--- src/ffa_pkg.sv ---
// shared constants, codes and control types of the first-fit allocator
`default_nettype none
package ffa_pkg;

  // address space and field widths
  localparam int MEM_WORDS        = 1024;
  localparam int ADDR_W           = 10;
  localparam int SIZE_W           = 11;
  localparam int STAT_W           = 2;
  localparam int MAX_SEGMENTS_DEF = 16;

  // stream widths, padded to whole bytes
  localparam int IN_DATA_W  = 24;
  localparam int OUT_DATA_W = 16;

  // result status codes
  localparam logic [STAT_W-1:0] ST_OK    = 2'd0;
  localparam logic [STAT_W-1:0] ST_NOFIT = 2'd1;
  localparam logic [STAT_W-1:0] ST_FULL  = 2'd2;

  // request kinds
  localparam logic OP_ALLOC = 1'b0;
  localparam logic OP_FREE  = 1'b1;

  typedef enum logic [3:0] {
    S_INIT,
    S_IDLE,
    S_START,
    S_SCAN_RD,
    S_SCAN_CHK,
    S_DECIDE,
    S_SHL_RD,
    S_SHL_WR,
    S_SHR_RD,
    S_SHR_WR,
    S_FIN
  } state_t;

  // table read address select
  typedef enum logic [1:0] {
    RD_IDX,
    RD_UP,
    RD_DN
  } rd_sel_t;

  // table write select, also picks the write address
  typedef enum logic [2:0] {
    WR_NONE,
    WR_INIT,
    WR_SHIFT,
    WR_SHRINK,
    WR_JOIN_BOTH,
    WR_JOIN_PREV,
    WR_JOIN_NEXT,
    WR_NEW
  } wr_sel_t;

  typedef enum logic [2:0] {
    IDX_HOLD,
    IDX_CLR,
    IDX_INC,
    IDX_DEC,
    IDX_COUNT
  } idx_op_t;

  typedef enum logic [1:0] {
    CNT_HOLD,
    CNT_INIT,
    CNT_INC,
    CNT_DEC
  } cnt_op_t;

  typedef enum logic [2:0] {
    RES_NONE,
    RES_OK,
    RES_NOFIT,
    RES_FULL,
    RES_HIT
  } res_sel_t;

  // controller to datapath
  typedef struct packed {
    logic     load_in;
    logic     rd_en;
    rd_sel_t  rd_sel;
    wr_sel_t  wr_sel;
    idx_op_t  idx_op;
    cnt_op_t  cnt_op;
    logic     cap_prev;
    logic     cap_next;
    logic     save_pos;
    res_sel_t res_sel;
    logic     load_out;
  } cmd_t;

  // datapath to controller
  typedef struct packed {
    logic op_free;
    logic size_zero;
    logic free_skip;
    logic idx_lt_count;
    logic fit;
    logic exact;
    logic below;
    logic shl_more;
    logic shr_more;
    logic overlap;
    logic join_prev;
    logic join_next;
    logic full;
    logic out_busy;
  } sts_t;

endpackage
`default_nettype wire

--- src/ffa_datapath.sv ---
// segment table, request registers, comparators and result register
`default_nettype none
module ffa_datapath #(
  parameter int MAX_SEGMENTS = ffa_pkg::MAX_SEGMENTS_DEF
) (
  input  wire logic                           clk,
  input  wire logic                           rst,
  input  wire ffa_pkg::cmd_t                  cmd,
  output ffa_pkg::sts_t                       sts,
  input  wire logic [ffa_pkg::IN_DATA_W-1:0]  s_tdata,
  input  wire logic [0:0]                     s_tuser,
  input  wire logic                           m_tready,
  output logic                                m_tvalid,
  output logic [ffa_pkg::OUT_DATA_W-1:0]      m_tdata
);

  localparam int AW = ffa_pkg::ADDR_W;
  localparam int SW = ffa_pkg::SIZE_W;
  localparam int LW = SW + 1;
  localparam int IW = $clog2(MAX_SEGMENTS);
  localparam int CW = $clog2(MAX_SEGMENTS + 1);
  localparam int EW = 2 * AW;
  localparam logic [LW-1:0] LAST_MAX = LW'(ffa_pkg::MEM_WORDS - 1);
  localparam logic [SW-1:0] ADDR_LIM = SW'(ffa_pkg::MEM_WORDS);

  // segment table, entry is {end, start}
  logic [EW-1:0] mem [MAX_SEGMENTS];
  logic [EW-1:0] rdata;

  // request registers
  logic          op_free;
  logic [SW-1:0] size;
  logic [AW-1:0] addr;
  logic [AW-1:0] last;

  // walk state
  logic [CW-1:0] idx;
  logic [CW-1:0] pos;
  logic [CW-1:0] count;
  logic [AW-1:0] prev_start;
  logic [AW-1:0] prev_end;
  logic [AW-1:0] next_start;
  logic [AW-1:0] next_end;

  // result and output registers
  logic [ffa_pkg::STAT_W-1:0] res_status;
  logic [AW-1:0]              res_addr;
  logic [ffa_pkg::STAT_W-1:0] out_status;
  logic [AW-1:0]              out_addr;

  logic [SW-1:0] in_size;
  logic [AW-1:0] in_addr;
  logic [LW-1:0] in_sum;
  logic [AW-1:0] in_last;
  logic [CW-1:0] idx_p1;
  logic [CW-1:0] idx_m1;
  logic [AW-1:0] rd_start;
  logic [AW-1:0] rd_end;
  logic [SW-1:0] len;
  logic [AW-1:0] shrink_start;
  logic [IW-1:0] raddr;
  logic [IW-1:0] waddr;
  logic [EW-1:0] wdata;
  logic          wr_en;
  logic          has_prev;
  logic          has_next;

  // input unpacking and clipped range end
  assign in_size = s_tdata[SW-1:0];
  assign in_addr = s_tdata[SW+AW-1:SW];
  assign in_sum  = LW'(in_addr) + LW'(in_size) - LW'(1);
  assign in_last = (in_sum > LAST_MAX) ? LAST_MAX[AW-1:0] : in_sum[AW-1:0];

  assign idx_p1 = idx + CW'(1);
  assign idx_m1 = idx - CW'(1);

  assign rd_start     = rdata[AW-1:0];
  assign rd_end       = rdata[EW-1:AW];
  assign len          = SW'(rd_end) - SW'(rd_start) + SW'(1);
  assign shrink_start = rd_start + size[AW-1:0];

  // request capture
  always_ff @(posedge clk) begin
    if (cmd.load_in) begin
      op_free <= s_tuser[0];
      size    <= in_size;
      addr    <= in_addr;
      last    <= in_last;
    end
  end

  // read address select
  always_comb begin
    unique case (cmd.rd_sel)
      ffa_pkg::RD_IDX: raddr = idx[IW-1:0];
      ffa_pkg::RD_UP:  raddr = idx_p1[IW-1:0];
      ffa_pkg::RD_DN:  raddr = idx_m1[IW-1:0];
      default:         raddr = idx[IW-1:0];
    endcase
  end

  // write address and data select
  always_comb begin
    wr_en = 1'b1;
    waddr = idx[IW-1:0];
    wdata = rdata;
    unique case (cmd.wr_sel)
      ffa_pkg::WR_NONE:   wr_en = 1'b0;
      ffa_pkg::WR_INIT: begin
        waddr = '0;
        wdata = {AW'(ffa_pkg::MEM_WORDS - 1), AW'(0)};
      end
      ffa_pkg::WR_SHIFT:  wdata = rdata;
      ffa_pkg::WR_SHRINK: wdata = {rd_end, shrink_start};
      ffa_pkg::WR_JOIN_BOTH: begin
        waddr = idx_m1[IW-1:0];
        wdata = {next_end, prev_start};
      end
      ffa_pkg::WR_JOIN_PREV: begin
        waddr = idx_m1[IW-1:0];
        wdata = {last, prev_start};
      end
      ffa_pkg::WR_JOIN_NEXT: wdata = {next_end, addr};
      ffa_pkg::WR_NEW:       wdata = {last, addr};
      default:               wr_en = 1'b0;
    endcase
  end

  // segment table memory, registered read
  always_ff @(posedge clk) begin
    if (wr_en) begin
      mem[waddr] <= wdata;
    end
    if (cmd.rd_en) begin
      rdata <= mem[raddr];
    end
  end

  // walk index
  always_ff @(posedge clk) begin
    if (rst) begin
      idx <= '0;
    end else begin
      case (cmd.idx_op)
        ffa_pkg::IDX_CLR:   idx <= '0;
        ffa_pkg::IDX_INC:   idx <= idx_p1;
        ffa_pkg::IDX_DEC:   idx <= idx_m1;
        ffa_pkg::IDX_COUNT: idx <= count;
        default:            idx <= idx;
      endcase
    end
  end

  // segment count
  always_ff @(posedge clk) begin
    if (rst) begin
      count <= CW'(1);
    end else begin
      case (cmd.cnt_op)
        ffa_pkg::CNT_INIT: count <= CW'(1);
        ffa_pkg::CNT_INC:  count <= count + CW'(1);
        ffa_pkg::CNT_DEC:  count <= count - CW'(1);
        default:           count <= count;
      endcase
    end
  end

  // neighbor capture during the free scan, and the saved insert position
  always_ff @(posedge clk) begin
    if (cmd.cap_prev) begin
      prev_start <= rd_start;
      prev_end   <= rd_end;
    end
    if (cmd.cap_next) begin
      next_start <= rd_start;
      next_end   <= rd_end;
    end
    if (cmd.save_pos) begin
      pos <= idx;
    end
  end

  // result of the current request
  always_ff @(posedge clk) begin
    case (cmd.res_sel)
      ffa_pkg::RES_OK: begin
        res_status <= ffa_pkg::ST_OK;
        res_addr   <= '0;
      end
      ffa_pkg::RES_NOFIT: begin
        res_status <= ffa_pkg::ST_NOFIT;
        res_addr   <= '0;
      end
      ffa_pkg::RES_FULL: begin
        res_status <= ffa_pkg::ST_FULL;
        res_addr   <= '0;
      end
      ffa_pkg::RES_HIT: begin
        res_status <= ffa_pkg::ST_OK;
        res_addr   <= rd_start;
      end
      default: begin
        res_status <= res_status;
        res_addr   <= res_addr;
      end
    endcase
  end

  // output register, lets the next request in while a result waits
  always_ff @(posedge clk) begin
    if (rst) begin
      m_tvalid <= 1'b0;
    end else if (cmd.load_out) begin
      m_tvalid <= 1'b1;
    end else if (m_tready) begin
      m_tvalid <= 1'b0;
    end
  end

  always_ff @(posedge clk) begin
    if (cmd.load_out) begin
      out_status <= res_status;
      out_addr   <= res_addr;
    end
  end

  assign m_tdata = {(ffa_pkg::OUT_DATA_W - ffa_pkg::STAT_W - AW)'(0), out_addr, out_status};

  // status flags
  assign has_prev = (idx != '0);
  assign has_next = (idx < count);

  always_comb begin
    sts.op_free      = op_free;
    sts.size_zero    = (size == '0);
    sts.free_skip    = (size == '0) || (SW'(addr) >= ADDR_LIM);
    sts.idx_lt_count = has_next;
    sts.fit          = (len >= size);
    sts.exact        = (len == size);
    sts.below        = (rd_start < addr);
    sts.shl_more     = (idx_p1 < count);
    sts.shr_more     = (idx > pos);
    sts.overlap      = (has_prev && (prev_end >= addr)) ||
                       (has_next && (next_start <= last));
    sts.join_prev    = has_prev && ((SW'(prev_end) + SW'(1)) == SW'(addr));
    sts.join_next    = has_next && ((SW'(last) + SW'(1)) == SW'(next_start));
    sts.full         = (count >= CW'(MAX_SEGMENTS));
    sts.out_busy     = m_tvalid && !m_tready;
  end

endmodule
`default_nettype wire

--- src/ffa_ctrl.sv ---
// request sequencer: scan, merge, insert and remove steps over the table
`default_nettype none
module ffa_ctrl (
  input  wire logic          clk,
  input  wire logic          rst,
  input  wire logic          s_tvalid,
  output logic               s_tready,
  input  wire ffa_pkg::sts_t sts,
  output ffa_pkg::cmd_t      cmd
);

  ffa_pkg::state_t state;
  ffa_pkg::state_t state_next;

  // state register
  always_ff @(posedge clk) begin
    if (rst) begin
      state <= ffa_pkg::S_INIT;
    end else begin
      state <= state_next;
    end
  end

  // next state and commands
  always_comb begin
    state_next   = state;
    s_tready     = 1'b0;
    cmd.load_in  = 1'b0;
    cmd.rd_en    = 1'b0;
    cmd.rd_sel   = ffa_pkg::RD_IDX;
    cmd.wr_sel   = ffa_pkg::WR_NONE;
    cmd.idx_op   = ffa_pkg::IDX_HOLD;
    cmd.cnt_op   = ffa_pkg::CNT_HOLD;
    cmd.cap_prev = 1'b0;
    cmd.cap_next = 1'b0;
    cmd.save_pos = 1'b0;
    cmd.res_sel  = ffa_pkg::RES_NONE;
    cmd.load_out = 1'b0;
    unique case (state)
      // write the single full-space segment
      ffa_pkg::S_INIT: begin
        cmd.wr_sel = ffa_pkg::WR_INIT;
        cmd.cnt_op = ffa_pkg::CNT_INIT;
        state_next = ffa_pkg::S_IDLE;
      end
      ffa_pkg::S_IDLE: begin
        s_tready = 1'b1;
        if (s_tvalid) begin
          cmd.load_in = 1'b1;
          cmd.idx_op  = ffa_pkg::IDX_CLR;
          state_next  = ffa_pkg::S_START;
        end
      end
      // early outs on degenerate requests
      ffa_pkg::S_START: begin
        if (!sts.op_free && sts.size_zero) begin
          cmd.res_sel = ffa_pkg::RES_NOFIT;
          state_next  = ffa_pkg::S_FIN;
        end else if (sts.op_free && sts.free_skip) begin
          cmd.res_sel = ffa_pkg::RES_OK;
          state_next  = ffa_pkg::S_FIN;
        end else begin
          state_next = ffa_pkg::S_SCAN_RD;
        end
      end
      ffa_pkg::S_SCAN_RD: begin
        if (sts.idx_lt_count) begin
          cmd.rd_en  = 1'b1;
          state_next = ffa_pkg::S_SCAN_CHK;
        end else if (sts.op_free) begin
          state_next = ffa_pkg::S_DECIDE;
        end else begin
          cmd.res_sel = ffa_pkg::RES_NOFIT;
          state_next  = ffa_pkg::S_FIN;
        end
      end
      ffa_pkg::S_SCAN_CHK: begin
        if (sts.op_free) begin
          // find first segment not below the freed range
          if (sts.below) begin
            cmd.cap_prev = 1'b1;
            cmd.idx_op   = ffa_pkg::IDX_INC;
            state_next   = ffa_pkg::S_SCAN_RD;
          end else begin
            cmd.cap_next = 1'b1;
            state_next   = ffa_pkg::S_DECIDE;
          end
        end else if (sts.fit) begin
          cmd.res_sel = ffa_pkg::RES_HIT;
          if (sts.exact) begin
            state_next = ffa_pkg::S_SHL_RD;
          end else begin
            cmd.wr_sel = ffa_pkg::WR_SHRINK;
            state_next = ffa_pkg::S_FIN;
          end
        end else begin
          cmd.idx_op = ffa_pkg::IDX_INC;
          state_next = ffa_pkg::S_SCAN_RD;
        end
      end
      // merge, insert or reject the freed range
      ffa_pkg::S_DECIDE: begin
        cmd.res_sel = ffa_pkg::RES_OK;
        if (sts.overlap) begin
          state_next = ffa_pkg::S_FIN;
        end else if (sts.join_prev && sts.join_next) begin
          cmd.wr_sel = ffa_pkg::WR_JOIN_BOTH;
          state_next = ffa_pkg::S_SHL_RD;
        end else if (sts.join_prev) begin
          cmd.wr_sel = ffa_pkg::WR_JOIN_PREV;
          state_next = ffa_pkg::S_FIN;
        end else if (sts.join_next) begin
          cmd.wr_sel = ffa_pkg::WR_JOIN_NEXT;
          state_next = ffa_pkg::S_FIN;
        end else if (sts.full) begin
          cmd.res_sel = ffa_pkg::RES_FULL;
          state_next  = ffa_pkg::S_FIN;
        end else begin
          cmd.save_pos = 1'b1;
          cmd.idx_op   = ffa_pkg::IDX_COUNT;
          state_next   = ffa_pkg::S_SHR_RD;
        end
      end
      // remove entry idx by moving the tail down one place
      ffa_pkg::S_SHL_RD: begin
        if (sts.shl_more) begin
          cmd.rd_en  = 1'b1;
          cmd.rd_sel = ffa_pkg::RD_UP;
          state_next = ffa_pkg::S_SHL_WR;
        end else begin
          cmd.cnt_op = ffa_pkg::CNT_DEC;
          state_next = ffa_pkg::S_FIN;
        end
      end
      ffa_pkg::S_SHL_WR: begin
        cmd.wr_sel = ffa_pkg::WR_SHIFT;
        cmd.idx_op = ffa_pkg::IDX_INC;
        state_next = ffa_pkg::S_SHL_RD;
      end
      // open a gap at pos by moving the tail up one place
      ffa_pkg::S_SHR_RD: begin
        if (sts.shr_more) begin
          cmd.rd_en  = 1'b1;
          cmd.rd_sel = ffa_pkg::RD_DN;
          state_next = ffa_pkg::S_SHR_WR;
        end else begin
          cmd.wr_sel = ffa_pkg::WR_NEW;
          cmd.cnt_op = ffa_pkg::CNT_INC;
          state_next = ffa_pkg::S_FIN;
        end
      end
      ffa_pkg::S_SHR_WR: begin
        cmd.wr_sel = ffa_pkg::WR_SHIFT;
        cmd.idx_op = ffa_pkg::IDX_DEC;
        state_next = ffa_pkg::S_SHR_RD;
      end
      // hand the result to the output register
      ffa_pkg::S_FIN: begin
        if (!sts.out_busy) begin
          cmd.load_out = 1'b1;
          state_next   = ffa_pkg::S_IDLE;
        end
      end
      default: begin
        state_next = ffa_pkg::S_IDLE;
      end
    endcase
  end

endmodule
`default_nettype wire

--- src/first_fit_free_list_allocator.sv ---
// top level of the first-fit free-segment allocator
// Keeps an address-ordered table of free segments over a 1024-unit space and
// answers one allocate or free request at a time, one result per request.
// After reset the block writes the initial full-space segment before it is
// ready. Every table step goes through the table with a registered read.
// A zero-size allocate or an ignored free ends without a table read. An
// allocate reads entries in order until one fits, then shrinks that segment,
// or on an exact fit removes it by moving the entries behind it down; a miss
// reads every segment. A free that is not skipped reads up to the first
// segment not below the range, then merges it with its neighbors or opens a
// new entry; merging with both neighbors or opening a new entry moves the
// entries behind it. The result is valid in the cycle after the request
// ends. A finished result sits in the output register, so the next request
// is taken while the previous result waits to be transferred.
`default_nettype none
module first_fit_free_list_allocator #(
  parameter int MAX_SEGMENTS = ffa_pkg::MAX_SEGMENTS_DEF
) (
  input  wire logic                          clk,
  input  wire logic                          rst,
  input  wire logic                          s_tvalid,
  output logic                               s_tready,
  // size [10:0], addr [20:11], zero [23:21]
  input  wire logic [ffa_pkg::IN_DATA_W-1:0] s_tdata,
  // op [0]: 0 allocate, 1 free
  input  wire logic [0:0]                    s_tuser,
  output logic                               m_tvalid,
  input  wire logic                          m_tready,
  // status [1:0], addr_out [11:2], zero [15:12]
  output logic [ffa_pkg::OUT_DATA_W-1:0]     m_tdata
);

  ffa_pkg::cmd_t cmd;
  ffa_pkg::sts_t sts;

  // sequencer
  ffa_ctrl u_ctrl (
    .clk      (clk),
    .rst      (rst),
    .s_tvalid (s_tvalid),
    .s_tready (s_tready),
    .sts      (sts),
    .cmd      (cmd)
  );

  // table and arithmetic
  ffa_datapath #(
    .MAX_SEGMENTS (MAX_SEGMENTS)
  ) u_datapath (
    .clk      (clk),
    .rst      (rst),
    .cmd      (cmd),
    .sts      (sts),
    .s_tdata  (s_tdata),
    .s_tuser  (s_tuser),
    .m_tready (m_tready),
    .m_tvalid (m_tvalid),
    .m_tdata  (m_tdata)
  );

endmodule
`default_nettype wire

--- config.mk ---
export PLATFORM = sky130hd
export DESIGN_NAME = first_fit_free_list_allocator
export DESIGN_NICKNAME = d
export VERILOG_FILES = /design/src/ffa_pkg.sv /design/src/ffa_datapath.sv /design/src/ffa_ctrl.sv /design/src/first_fit_free_list_allocator.sv
export SDC_FILE = /design/constraint.sdc
export NUM_CORES = 1
export LEC_CHECK = 0
export BUFFER_PORTS_ARGS = -buffer_cell sky130_fd_sc_hd__buf_4
export CAP_MARGIN = 10
export CORE_MARGIN = 3
export CORE_UTILIZATION = 62
export CTS_BUF_LIST = sky130_fd_sc_hd__clkbuf_16
export DETAILED_ROUTE_END_ITERATION = 8
export PLACE_DENSITY_LB_ADDON = 0.3
export SYNTH_ARGS = -nofsm -noshare
export SYNTH_HDL_FRONTEND = slang
export SYNTH_SLANG_ARGS = --single-unit
--- constraint.sdc ---
create_clock -name clk -period 8.1 [get_ports clk]
set_clock_uncertainty 0.1 [all_clocks]
set_input_delay 0.81 -clock clk [delete_from_list [all_inputs] [get_ports clk]]
set_output_delay 0.81 -clock clk [all_outputs]
set_load 0.005 [all_outputs]
==> After elaboration in Yosys (flattened, before gate mapping) <==
Memory sizes are Yosys's and may differ from the RTL's. A register that Yosys moved wholly into a read port is not among the register bits.
Index checks and enable logic that the tools add are counted.
{ "classes": {"addsub": 11, "n_lt_le_gt_ge": 9, "n_eq_ne": 34, "muxes": 77, "reduce_logical": 25} }
{ "op_table": {"columns": ["cell", "n"], "rows": [
  ["one-hot mux 20 bit (6 select lines)", 1],
  ["two-way mux 4 bit", 17],
  ["two-way mux 3 bit", 17],
  ["one-hot mux 4 bit (10 select lines)", 1],
  ["one-hot mux 3 bit (5 select lines)", 2],
  ["two-way mux 2 bit", 13],
  ["adder 10 x 1 -> 11 bit (second input constant)", 2],
  ["== test 11 x 10 -> 1 bit", 2],
  ["one-hot mux 10 bit (2 select lines)", 1],
  ["one-hot mux 5 bit (4 select lines)", 1],
  ["== test 3 bit (second input constant)", 6],
  ["== test 4 x 3 -> 1 bit (second input constant)", 4],
  ["one-hot mux 4 bit (2 select lines)", 2],
  ["== test 3 x 2 -> 1 bit (second input constant)", 5],
  ["two-way mux 1 bit", 15],
  ["one-hot mux 5 bit (3 select lines)", 1],
  ["adder 10 x 11 -> 12 bit", 1],
  ["== test 4 bit (second input constant)", 3],
  ["> comparator 12 x 10 -> 1 bit (second input constant)", 1],
  ["one-hot mux 2 bit (3 select lines)", 2],
  ["one-hot mux 3 bit (4 select lines)", 1],
  ["subtractor 12 x 1 -> 12 bit (second input constant)", 1],
  ["adder 11 x 1 -> 11 bit (second input constant)", 1],
  ["== test 11 bit", 1],
  ["33 further kinds", 55]
]} }
{ "totals": {"reg_bits": 116, "ram_bits": 320, "out_inout_bits": 18, "mem_count": 1} }
{ "mem_list": {"columns": ["memory", "depth", "width", "read_ports", "rd_clocked_by_memory_dff", "write_ports", "line_no", "source"], "rows": [
  ["u_datapath.mem", 16, 20, 1, 1, 1, "ffa_datapath.sv:27", "logic [EW-1:0] mem [MAX_SEGMENTS];"]
]} }

==> Logic depth before layout (Yosys ltp) <==
Gate-level depths: netlist of the first run.
{ "depth": {"depth_word": 11, "depth_mapped": 25} }

==> Modules after synthesis <==
From an unflattened synthesis of the first run, not the netlist that was laid out.
{ "unflattened": {"hier_cells": 1485, "area_unflattened_um2": 21881.0} }
{ "by_module_without_submodules": {"columns": ["module", "n_inst", "cells_each", "area_each_um2"], "rows": [
  ["ffa_datapath", 1, 1374, 21181.6],
  ["ffa_ctrl", 1, 111, 699.4]
]} }

==> Worst setup path after synthesis of the first run <==
Ideal clock, no wire load.
{ "synth_timing": {"path_kind": "register to register", "from": "register u_datapath.rdata[1], read port of u_datapath.mem", "to": "memory u_datapath.mem[6][0] (netlist name) (enable)", "setup_time_ns": 0.507, "arrival_ns": 6.805, "slack_ns": 0.688, "stages_incl_launch_ff": 23, "synth_period_minus_slack_ns": 7.412, "cell_sequence": "edfxtp_1 -> ha_1 -> inv_1 -> ha_1 -> inv_1 -> fa_1 -> nor2b_1 -> o21ai_0 -> a21boi_0 -> o21a_1 -> o21ai_0 -> nand2b_1 -> a21oi_1 -> xnor2_1 -> ha_1 -> nand4_1 -> nor4_1 -> nor2_1 -> a21boi_1 -> nor3_1 -> nand2_1 -> a21oi_1 -> a2111oi_0"} }
{ "synth_between": {"elab_chain_cells": 10} }
{ "synth_rtl": {"columns": ["element", "line_no", "source"], "rows": [
  ["from (decl)", "ffa_datapath.sv:28", "logic [EW-1:0] rdata;"],
  ["subtractor 10 x 10 -> 11 bit *", "ffa_datapath.sv:79", "assign len = SW'(rd_end) - SW'(rd_start) + SW'(1);"],
  ["adder 11 x 1 -> 11 bit *", "ffa_datapath.sv:79", null],
  ["branches (longest 2 deep; another with greater-or-equal comparator 11 bit)", null, null],
  ["two-way mux 2 bit *", "ffa_ctrl.sv:88", "end else if (sts.fit) begin"],
  ["two-way mux 3 bit *", "ffa_ctrl.sv:78", "if (sts.op_free) begin"],
  ["one-hot mux 3 bit (5 select lines) *", "ffa_ctrl.sv:39", "unique case (state)"],
  ["== test 3 bit", "ffa_datapath.sv:107", "unique case (cmd.wr_sel)"],
  ["OR reduction 2 bit (no line)", null, null],
  ["one-hot mux 4 bit (2 select lines)", "ffa_datapath.sv:107", null],
  ["to (decl)", "ffa_datapath.sv:27", null]
]} }
Every way passes the cells marked *.

==> Final worst setup path of the first run <==
{ "layout_timing": {"from": "register u_datapath.rdata[1], read port of u_datapath.mem", "to": "memory u_datapath.mem[10][1] (netlist name), data pin"} }
{ "layout_between": {"elab_chain_cells": 9} }
{ "layout_rtl": {"columns": ["element", "line_no", "source"], "rows": [
  ["branches (longest 8 deep; another with subtractor 10 x 10 -> 11 bit)", null, null],
  ["one-hot mux 20 bit (6 select lines) *", "ffa_datapath.sv:107", null],
  ["named net u_datapath.wdata[1]", "ffa_datapath.sv:63", "logic [EW-1:0] wdata;"]
]} }
Mark *: on every way through the listed nets, which the timed path passes.

==> results of run 1 <==
==> flip-flops by register name, summed over array words and instances (netlist names), 5 cells and up <==
| signal | flops |
|---|---|
| u_datapath.mem | 320 |
| u_datapath.rdata | 20 |
| u_datapath.size | 11 |
| u_datapath.addr | 10 |
| u_datapath.last | 10 |
| u_datapath.next_end | 10 |
| u_datapath.next_start | 10 |
| u_datapath.out_addr | 10 |
| u_datapath.prev_end | 10 |
| u_datapath.prev_start | 10 |
| u_datapath.res_addr | 10 |
| u_datapath.count | 5 |
| u_datapath.idx | 5 |
| u_datapath.pos | 5 |
==> kinds of logic (layout without fill, tap and decap cells) <==
logic type / count (synthesis) / count (layout) / synth area share [%]
DFF: 456 / 456 / 62.20
AOI/OAI and AO/OA: 287 / 287 / 9.148
and+or+nand+nor: 262 / 262 / 6.137
buffers and inverters: 197 / 294 / 3.637
muxes: 126 / 126 / 10.41
adders and majority gates: 114 / 114 / 6.689
xor gates and xnor gates: 44 / 44 / 1.770
other: 1 / 4 / 0.01722
==> layout make-up <==
class | instances | area (sq um)
inverters | 130 | 488.0
repair buffers | 80 | 653.1
flip-flops and latches | 456 | 13540
clock buffers | 48 | 1201
well taps | 455 | 569.3
multi-input cells | 837 | 7597
fillers | 2223 | 10140
clock inverters | 36 | 347.8
==> through the flow <==
stage	instance area, sq um	util, %	hold WS, ns
after CTS	24280	70.28	0.3230
after detailed placement	22730	65.80	0.3128
after global routing	24400	70.64	0.3235
after floorplan	21790	-	0.3003
after global placement	22730	65.80	0.3023
final	24400	70.64	0.3233
==> placed cells by master (no fill, tap or decap), drive strengths merged, types with 19 or more instances in the layout <==
cell / count
mux2i: 43
clkbuf: 48
nand3: 21
mux4: 80
ha: 110
edfxtp: 441
a21oi: 74
nor3: 31
nand2: 57
nor2b: 36
inv: 138
xnor2: 28
buf: 80
nor2: 54
a211oi: 33
o211ai: 21
o21ai: 35
clkinv: 19
==> worst max-delay path, cell delays in order, from the launching register on <==
cell	delay (ns)
edfxtp_1	0.55
ha_1	0.36
inv_1	0.06
ha_1	0.17
inv_1	0.06
fa_1	0.41
nor2b_1	0.12
o21ai_0	0.11
a21boi_0	0.28
o21a_1	0.17
o21ai_0	0.08
nand2b_1	0.08
a21oi_1	0.07
xnor2_1	0.14
ha_1	0.32
nand4_1	0.16
nor4_1	0.69
nor2_1	0.14
a21boi_1	0.19
nor3_1	0.52
o31ai_4	0.34
mux2i_1	0.20
o221ai_1	0.99
==> metal layers <==
metal  routed length (um)  GRT usage (%)  share of wire, %  vias up
met1                21370          38.45                41     6722
met3                 3123          3.622               6.0      122
li1                     -              -                 -     5940
met2                25850          45.14                49      560
met5                    0              0                 0        -
met4                 1969          10.74               3.8        0
==> path summary, 6_finish.rpt <==
| path | cells past startpoint | to | from |
|---|---|---|---|
| hold / removal | 0 | u_datapath.out_addr[9]$_DFFE_PP_ | u_datapath.res_addr[9]$_SDFFCE_PN0P_ |
| setup / recovery | 22 | u_datapath.mem[10][1]$_DFFE_PP_ | u_datapath.rdata[1]$_DFFE_PP_ |
| setup reg to reg | 22 | u_datapath.mem[10][1]$_DFFE_PP_ | u_datapath.rdata[1]$_DFFE_PP_ |
| hold reg to reg | 0 | u_datapath.out_addr[9]$_DFFE_PP_ | u_datapath.res_addr[9]$_SDFFCE_PN0P_ |
==> report_power, final <==
part / switching, W / internal (W) / leakage [nW]
logic: 0.000319 / 0.000194 / 3.93
clock network: 0.000884 / 0.00127 / 0.785
registers: 0.0000457 / 0.00271 / 4.14
==> flow_summary.toml, run 1 <==
[layout]
syn2layout_area_growth_pct = 12.06
diodes = 0
final_cells = 2042
drive_gt1_share_pct = 17.33
nets = 1694

[global_routing]
grt_max_degree = 81
grt.total_usage_pct = 27.60
grt-ovfl-total = 0
grt_pass1_vias = 13290
grt_pass1_wl_um = 79300
antenna_found_initial = 0

[worst_setup_path]
crit_type = "reg -> reg"
end_kind = "flop"
reg2reg_slack_ns = 1.38
crit_required_ns = 8.17
critPathLaunchType = "flop"
critPathArrivalTime_ns = 6.79
crit_path_max_fanout = 16

[min_path]
min_path_type = "reg -> reg"

[logic_synthesis]
yosysSeqAreaShare_pct = 62.20
postSynth.asyncResetShare_pct = 0
synthMostInstantiatedCell = "edfxtp_1"
avgSynthCellArea_sq_um = 14.64
netlist_top_cells_area = "edfxtp_1, mux4_2, ha_1, inv_1, mux2i_1"
yosys.area.top_type = "edfxtp_1"
synth_edf_count = 441
synthTopCellsByCount = "edfxtp_1, inv_1, ha_1"
synthFlopType = "edfxtp_1"
ys_ff_latch = 456
synthCells = 1487
netlist_area_sq_um = 21770
ys_warn_count = 0
yosysUniqueCellTypes = 76
yosys.area.top_type_share_pct = 60.82

[detailed_routing]
wl_per_cell_um = 25.62
via_per_inst = 6.535
postRouteAntennaNets = 0
firstDrtPassIters = 7
drt_wl_total_um = 52310
vias = 13340
first_iter_violations = 1055
drcViolationCount = 0

[placed_design]
dp_hpwl_um = 32180
place_ws_ns = 1.382
io_buffers = 39
dpl.cell_count = 1947
place_congestion = 0.9679

[power_and_ir_drop]
power.density_nw_per_um2 = 222.3
p_leak_nw = 8.858
ir_drop_uv = 203.0
fin_total_pwr_w = 0.005425

[timing]
report.final.hold_viol_count = 0
max_freq_ghz = 0.1489
setup_tns_ns = 0
setup_viol = 0
slew_viol_final = 0
period_needed_ns = 6.715
relSlewSlack_pct = 17.81
post-route-period-util_pct = 82.91
rsz0062_at_grt = "false"
tightest_slew_ns = 1.233
setup_slack_ns = 1.385

[clock_network]
cts_resized = 0
cts.sinks = 456
cts-root-buf = "clkbuf_16"
cts.hold.buffers_added = 0
cts_made_buffers = 46
h-tree-depth = 2
insertion_delay_ns = 0.56
clock_path_buffers = 3
cts_tree = "yes"
clkTransAtPathRegs_ns = 0.06
cts_setup_buffers = 0

[job]
max_cap_viol_count = 0

[floorplanning]
die_x_um = 193.4
die_h_um = 193.4
dieArea_sq_um = 37410
start_util_pct = 63.04
core_area_sq_um = 34540
io_pins = 47
row_count = 68

[outcome]
status = "complete, no violations"
Power figures use the tool's default switching activity.
==> run 2: changes to the inputs <==
- CORE_UTILIZATION: 62 -> 57
- clock period: 8.1 -> 5.8 ns (I/O delays scaled with it)
==> flow_summary.toml, run 2 (synthesis gave the netlist of run 1 again) <==
[floorplanning]
start_util_pct = 58.64
die_x_um = 201.5
io_pins = 47
die_h_um = 201.5
dieArea_sq_um = 40580
core_area_sq_um = 37140
row_count = 70

[timing]
tightest_slew_ns = 1.102
report.final.hold_viol_count = 0
post-route-period-util_pct = 97.00
setup_tns_ns = 0
slew_viol_final = 0
relSlewSlack_pct = 25.83
setup_viol = 0
max_freq_ghz = 0.1777
period_needed_ns = 5.626

[layout]
finish.utilization_pct = 66.94
syn2layout_area_growth_pct = 14.16
diodes = 0
fin_area_sq_um = 24860
final_common_cell = "edfxtp_1"
nets = 1741
top_regs = "u_datapath.mem (320), u_datapath.rdata (20), u_datapath.size (11)"
layout_common_cells = "edfxtp_1, inv_1, buf_4"
largest_reg_flops = 320
top_register = "u_datapath.mem"
drive_gt1_share_pct = 19.89

[worst_setup_path]
crit_type = "reg -> reg"
reg2reg_from = "u_datapath.rdata[12]$_DFFE_PP_"
crit_required_ns = 6.03
crit_slowest_cell = "or3_4"
worstPathCellList = "ha_1 -> ha_1 -> a21o_1 -> a21oi_2 -> o21ai_0 -> a21oi_1 -> o21bai_1 -> a21o_1 -> nor4b_2 -> a311oi_1 -> ha_1 -> nand4_1 -> nor4_2 -> buf_4 -> nor2_1 -> a21boi_1 -> or3_4 -> a31oi_4 -> buf_6 -> mux2i_1 -> o221ai_2 -> buf_6"
reg2regPathDepth = 22
crit_path_frequent_cell = "ha_1"
cp_slowest_stage_delay_ns = 0.46
regToRegEndpoint = "u_datapath.mem[4][15]$_DFFE_PP_"
critPathArrivalTime_ns = 5.86
end_kind = "flop"
crit_path_max_fanout = 8
reg2reg_slack_ns = 0.17
critPathLaunchType = "flop"

[clock_network]
insertion_delay_ns = 0.59
cts-root-buf = "clkbuf_16"
cts_tree = "yes"
h-tree-depth = 2
clock_path_buffers = 3
clkTransAtPathRegs_ns = 0.06
cts_made_buffers = 47
cts.sinks = 456
cts.hold.buffers_added = 0

[detailed_routing]
vias = 13490
wl_per_cell_um = 24.35
via_per_inst = 6.311
first_iter_violations = 1390
drcViolationCount = 0
postRouteAntennaNets = 0
drt_wl_total_um = 52050
firstDrtPassIters = 7

[outcome]
status = "complete, no violations"

[global_routing]
grt_pass1_wl_um = 79580
grt_max_degree = 61
grt-ovfl-total = 0
antenna_found_initial = 0
grt_pass1_vias = 13150
grt.total_usage_pct = 25.65

[min_path]
worst_hold_path.endpoint = "u_datapath.addr[4]$_DFFE_PP_"
min_path_cells = 1
holdCritStartpoint = "s_tdata[15]"
min_path_type = "in -> reg"

[power_and_ir_drop]
ir_drop_uv = 279.0
p_leak_nw = 9.063
power.density_nw_per_um2 = 302.5

[placed_design]
dp_hpwl_um = 33220
io_buffers = 39
place_area_sq_um = 23180
place_congestion = 0.9360

[job]
max_cap_viol_count = 0
## run 2: cell types whose count changed in the layout (fill, tap and decap cells not counted), moves of 2 or more
cell,delta
o221ai_1,-2
clkinv_1,+5
buf_6,+6
buf_12,+2
inv_1,+3
o221ai_4,+2
clkinv_2,-5
buf_4,+39
bufinv_16,-3
clkinvlp_4,+2
## run 2: power breakdown
group / total (W) / leakage (nW) / internal, W / switching (W)
clock network: 0.00288 / 0.747 / 0.00164 / 0.00124
logic: 0.000796 / 4.17 / 0.000312 / 0.000484
registers: 0.00384 / 4.14 / 0.00378 / 0.0000581
## run 2: how the worst max path moves through the flow
stage / from / end / cells past startpoint
floorplan: u_datapath.rdata[1]$_DFFE_PP_ / u_datapath.mem[6][0]$_DFFE_PP_ / 22
global placement: u_datapath.rdata[12]$_DFFE_PP_ / u_datapath.mem[4][11]$_DFFE_PP_ / 22
detailed placement: u_datapath.rdata[11]$_DFFE_PP_ / u_datapath.mem[13][9]$_DFFE_PP_ / 25
CTS: u_datapath.rdata[11]$_DFFE_PP_ / u_datapath.mem[0][9]$_DFFE_PP_ / 25
global route: u_datapath.rdata[11]$_DFFE_PP_ / u_datapath.mem[4][15]$_DFFE_PP_ / 24
finish: u_datapath.rdata[12]$_DFFE_PP_ / u_datapath.mem[4][15]$_DFFE_PP_ / 22
## run 2: area by class of cell
type                            count  area, sq um
Clock buffer                       48         1201
Clock inverter                     37        286.5
Fill cell                        2570        12280
Inverter                          130        488.0
Multi-Input combinational cell    837         7692
Sequential cell                   456        13540
Tap cell                          504        630.6
Timing Repair Buffer              126         1016
## run 2: stage by stage
stage | worst slack, ns | total power [W] | hold slack [ns] | instances
after floorplan | -0.6569 | 0.004365 | 0.3003 | 1490
after global placement | 0.2600 | 0.004620 | 0.3016 | 2045
after detailed placement | 0.09306 | 0.004649 | 0.3045 | 2045
after CTS | 0.02689 | 0.007521 | 0.06120 | 2130
after global routing | -0.1091 | 0.007786 | 0.06482 | 2138
final | 0.1739 | 0.007519 | 0.08752 | 2138
## run 2: repair_timing
item | in CTS | in global routing
gates resized for setup | 0 | 37
setup endpoints to repair | 0 | 646
setup buffers | 0 | 4
## run 2: worst max-delay path, delay by kind of cell, from the launching register on
family | cells | cell delay [ns]
and+or+nand+nor | 5 | 1.25
AOI/OAI and AO/OA | 10 | 1.73
buffers and inverters | 3 | 0.60
adders and majority gates | 3 | 0.93
DFF | 1 | 0.44
muxes | 1 | 0.29
## run 2: per-layer routing
layer,part of all wire (%),GRT usage (%),vias up,wire (um)
li1,-,-,6029,-
met1,41,36.14,6748,21530
met2,47,40.99,590,24680
met3,7.8,4.433,126,4062
met4,3.4,9.071,0,1788
met5,0,0,-,0
==> run 3: changes to the inputs <==
- CORE_UTILIZATION: 57 -> 62
- SYNTH_HIERARCHICAL: unset -> 1
- clock period: 5.8 -> 6.8 ns (I/O delays scaled with it)
==> flow_summary.toml, run 3 <==
[outcome]
status = "complete, no violations"

[worst_setup_path]
reg2regPathDepth = 24
end_kind = "flop"
crit_type = "reg -> reg"
critPathLaunchType = "flop"
reg2reg_from = "u_datapath/rdata[12]$_DFFE_PP_"
crit_required_ns = 6.94
critPathLaunch = "u_datapath/rdata[12]$_DFFE_PP_"
reg2reg_slack_ns = 0.54
crit_path_max_fanout = 20
critPathArrivalTime_ns = 6.40
regToRegEndpoint = "u_datapath/mem[3][17]$_DFFE_PP_"

[layout]
top_regs = "u_datapath/mem (320), u_datapath/rdata (20), u_datapath/size (11)"
top_register = "u_datapath/mem"
nFillCells = 2259
largest_reg_flops = 320
final_common_cell = "edfxtp_1"
drive_gt1_share_pct = 17.50
nets = 1729
diodes = 0
syn2layout_area_growth_pct = 12.04
layout_common_cells = "edfxtp_1, inv_1, ha_1"
final_cells = 2072

[timing]
whs_ns = 0.2057
slew_viol_final = 0
max_freq_ghz = 0.1597
setup_tns_ns = 0
period_needed_ns = 6.261
setup_viol = 0
tightest_slew_ns = 1.069
report.final.hold_viol_count = 0
relSlewSlack_pct = 28.10
rsz0062_at_grt = "false"
post-route-period-util_pct = 92.08

[floorplanning]
die_x_um = 193.9
io_pins = 47
die_h_um = 193.9
start_util_pct = 63.19
row_count = 68
dieArea_sq_um = 37580
core_area_sq_um = 34630

[logic_synthesis]
avgSynthCellArea_sq_um = 14.73
ys_warn_count = 6
synth_edf_count = 441
synthFlopType = "edfxtp_1"
synthCells = 1485
yosys.area.top_type = "edfxtp_1"
yosys.area.top_type_share_pct = 60.52
synthMostInstantiatedCell = "edfxtp_1"
postSynth.asyncResetShare_pct = 0
yosysUniqueCellTypes = 75
synthTopCellsByCount = "edfxtp_1, inv_1, ha_1"
yosysSeqAreaShare_pct = 61.89
netlist_top_cells_area = "edfxtp_1, mux4_2, ha_1, mux2i_1, inv_1"
netlist_area_sq_um = 21880
ys_ff_latch = 456

[power_and_ir_drop]
p_leak_nw = 9.424
fin_total_pwr_w = 0.006106
ir_drop_uv = 240.0
power.density_nw_per_um2 = 249.0

[detailed_routing]
drt_wl_total_um = 47790
firstDrtPassIters = 5
vias = 12860
first_iter_violations = 926
via_per_inst = 6.204
drcViolationCount = 0
wl_per_cell_um = 23.07
postRouteAntennaNets = 0

[min_path]
min_path_cells = 1
worst_hold_path.endpoint = "u_datapath/size[4]$_DFFE_PP_"
holdCritStartpoint = "s_tdata[4]"
min_path_type = "in -> reg"

[global_routing]
grt_pass1_vias = 12980
grt_max_degree = 81
grt_pass1_wl_um = 75110
grt-ovfl-total = 0
grt.total_usage_pct = 25.59
antenna_found_initial = 0

[clock_network]
insertion_delay_ns = 0.56
h-tree-depth = 2
cts_tree = "yes"
clkTransAtPathRegs_ns = 0.06
cts.sinks = 456
clock_path_buffers = 3
cts_made_buffers = 45
cts-root-buf = "clkbuf_16"

[placed_design]
io_buffers = 39
dp_hpwl_um = 32340
dpl.cell_count = 1991
place_congestion = 0.8833

[job]
max_cap_viol_count = 0
[run 3: stage by stage]
| stage | worst slack (ns) | utilization [%] | area, sq um |
|---|---|---|---|
| 6_report | 0.5389 | 70.80 | 24520 |
| 5_1_grt | 0.01853 | 70.80 | 24520 |
| 4_1_cts | 0.3945 | 70.74 | 24500 |
| 3_5_place_dp | 0.4031 | 66.67 | 23090 |
| 3_3_place_gp | 0.6358 | 66.67 | 23090 |
| 2_1_floorplan | 0.8926 | - | 21890 |
[run 3: worst max-delay path by stage]
stage / end
2_1_floorplan: u_datapath/mem[0][0]$_DFFE_PP_
3_3_place_gp: u_datapath/mem[12][19]$_DFFE_PP_
3_5_place_dp: u_datapath/mem[13][4]$_DFFE_PP_
4_1_cts: u_datapath/mem[9][4]$_DFFE_PP_
5_1_grt: u_datapath/mem[3][10]$_DFFE_PP_
6_report: u_datapath/mem[3][17]$_DFFE_PP_
[run 3: cell type report]
type | count | area (sq um) | area share [%]
sequential | 456 | 13540 | 55.24
multi-input combinational | 853 | 7696 | 31.39
clock buffer | 45 | 1126 | 4.593
timing repair buffer | 110 | 850.8 | 3.470
tap | 455 | 569.3 | 2.322
inverter | 119 | 446.7 | 1.822
clock inverter | 34 | 284.0 | 1.159
[run 3: per-layer routing]
layer | GRT usage, % | vias up | share of wire (%)
li1 | - | 5920 | -
met1 | 35.37 | 6407 | 41
met2 | 43.60 | 444 | 51
met3 | 3.388 | 84 | 5.8
met4 | 7.074 | 0 | 2.7
met5 | 0 | - | 0
[run 3: cells by family after synthesis]
kind of cell | synth area share (%)
fa+ha+maj | 6.713
other cells | 0.01714
mux | 12.18
compound gates | 6.793
simple gates | 7.028
buf+inv | 3.374
xor+xnor | 2.001
flops | 61.89
[run 3: report_power, final]
| part | switching (W) | leakage [nW] | internal (W) |
|---|---|---|---|
| registers | 0.0000377 | 4.14 | 0.00315 |
| clock network | 0.00102 | 0.717 | 0.00135 |
| logic | 0.000314 | 4.57 | 0.000222 |
| total | 0.00138 | 9.42 | 0.00473 |
[run 3: what timing repair did]
action | 4_1_cts | 5_1_grt
resized for setup | 0 | 3
endpoints found under the hold margin | 0 | 0
hold buffers | 0 | 0
setup endpoints to repair | 0 | 294
setup buffers | 0 | 0
[run 3: worst max-delay path, stage by stage, from the launching register on]
cell	delay, ns
edfxtp_1	0.44
ha_1	0.33
ha_1	0.30
a21oi_1	0.16
nor2b_1	0.09
o31a_1	0.26
or4_1	0.46
a2111oi_1	0.37
nor3b_1	0.13
ha_1	0.32
nand4_1	0.11
nor3_1	0.16
buf_4	0.17
a211oi_1	0.05
o211ai_1	0.17
nand2b_1	0.14
or3_1	0.37
and2_4	0.19
o211ai_2	0.16
nor3_1	0.08
o21ai_0	0.42
nand2_1	0.17
or2_2	0.37
nor2_2	0.11
buf_4	0.31
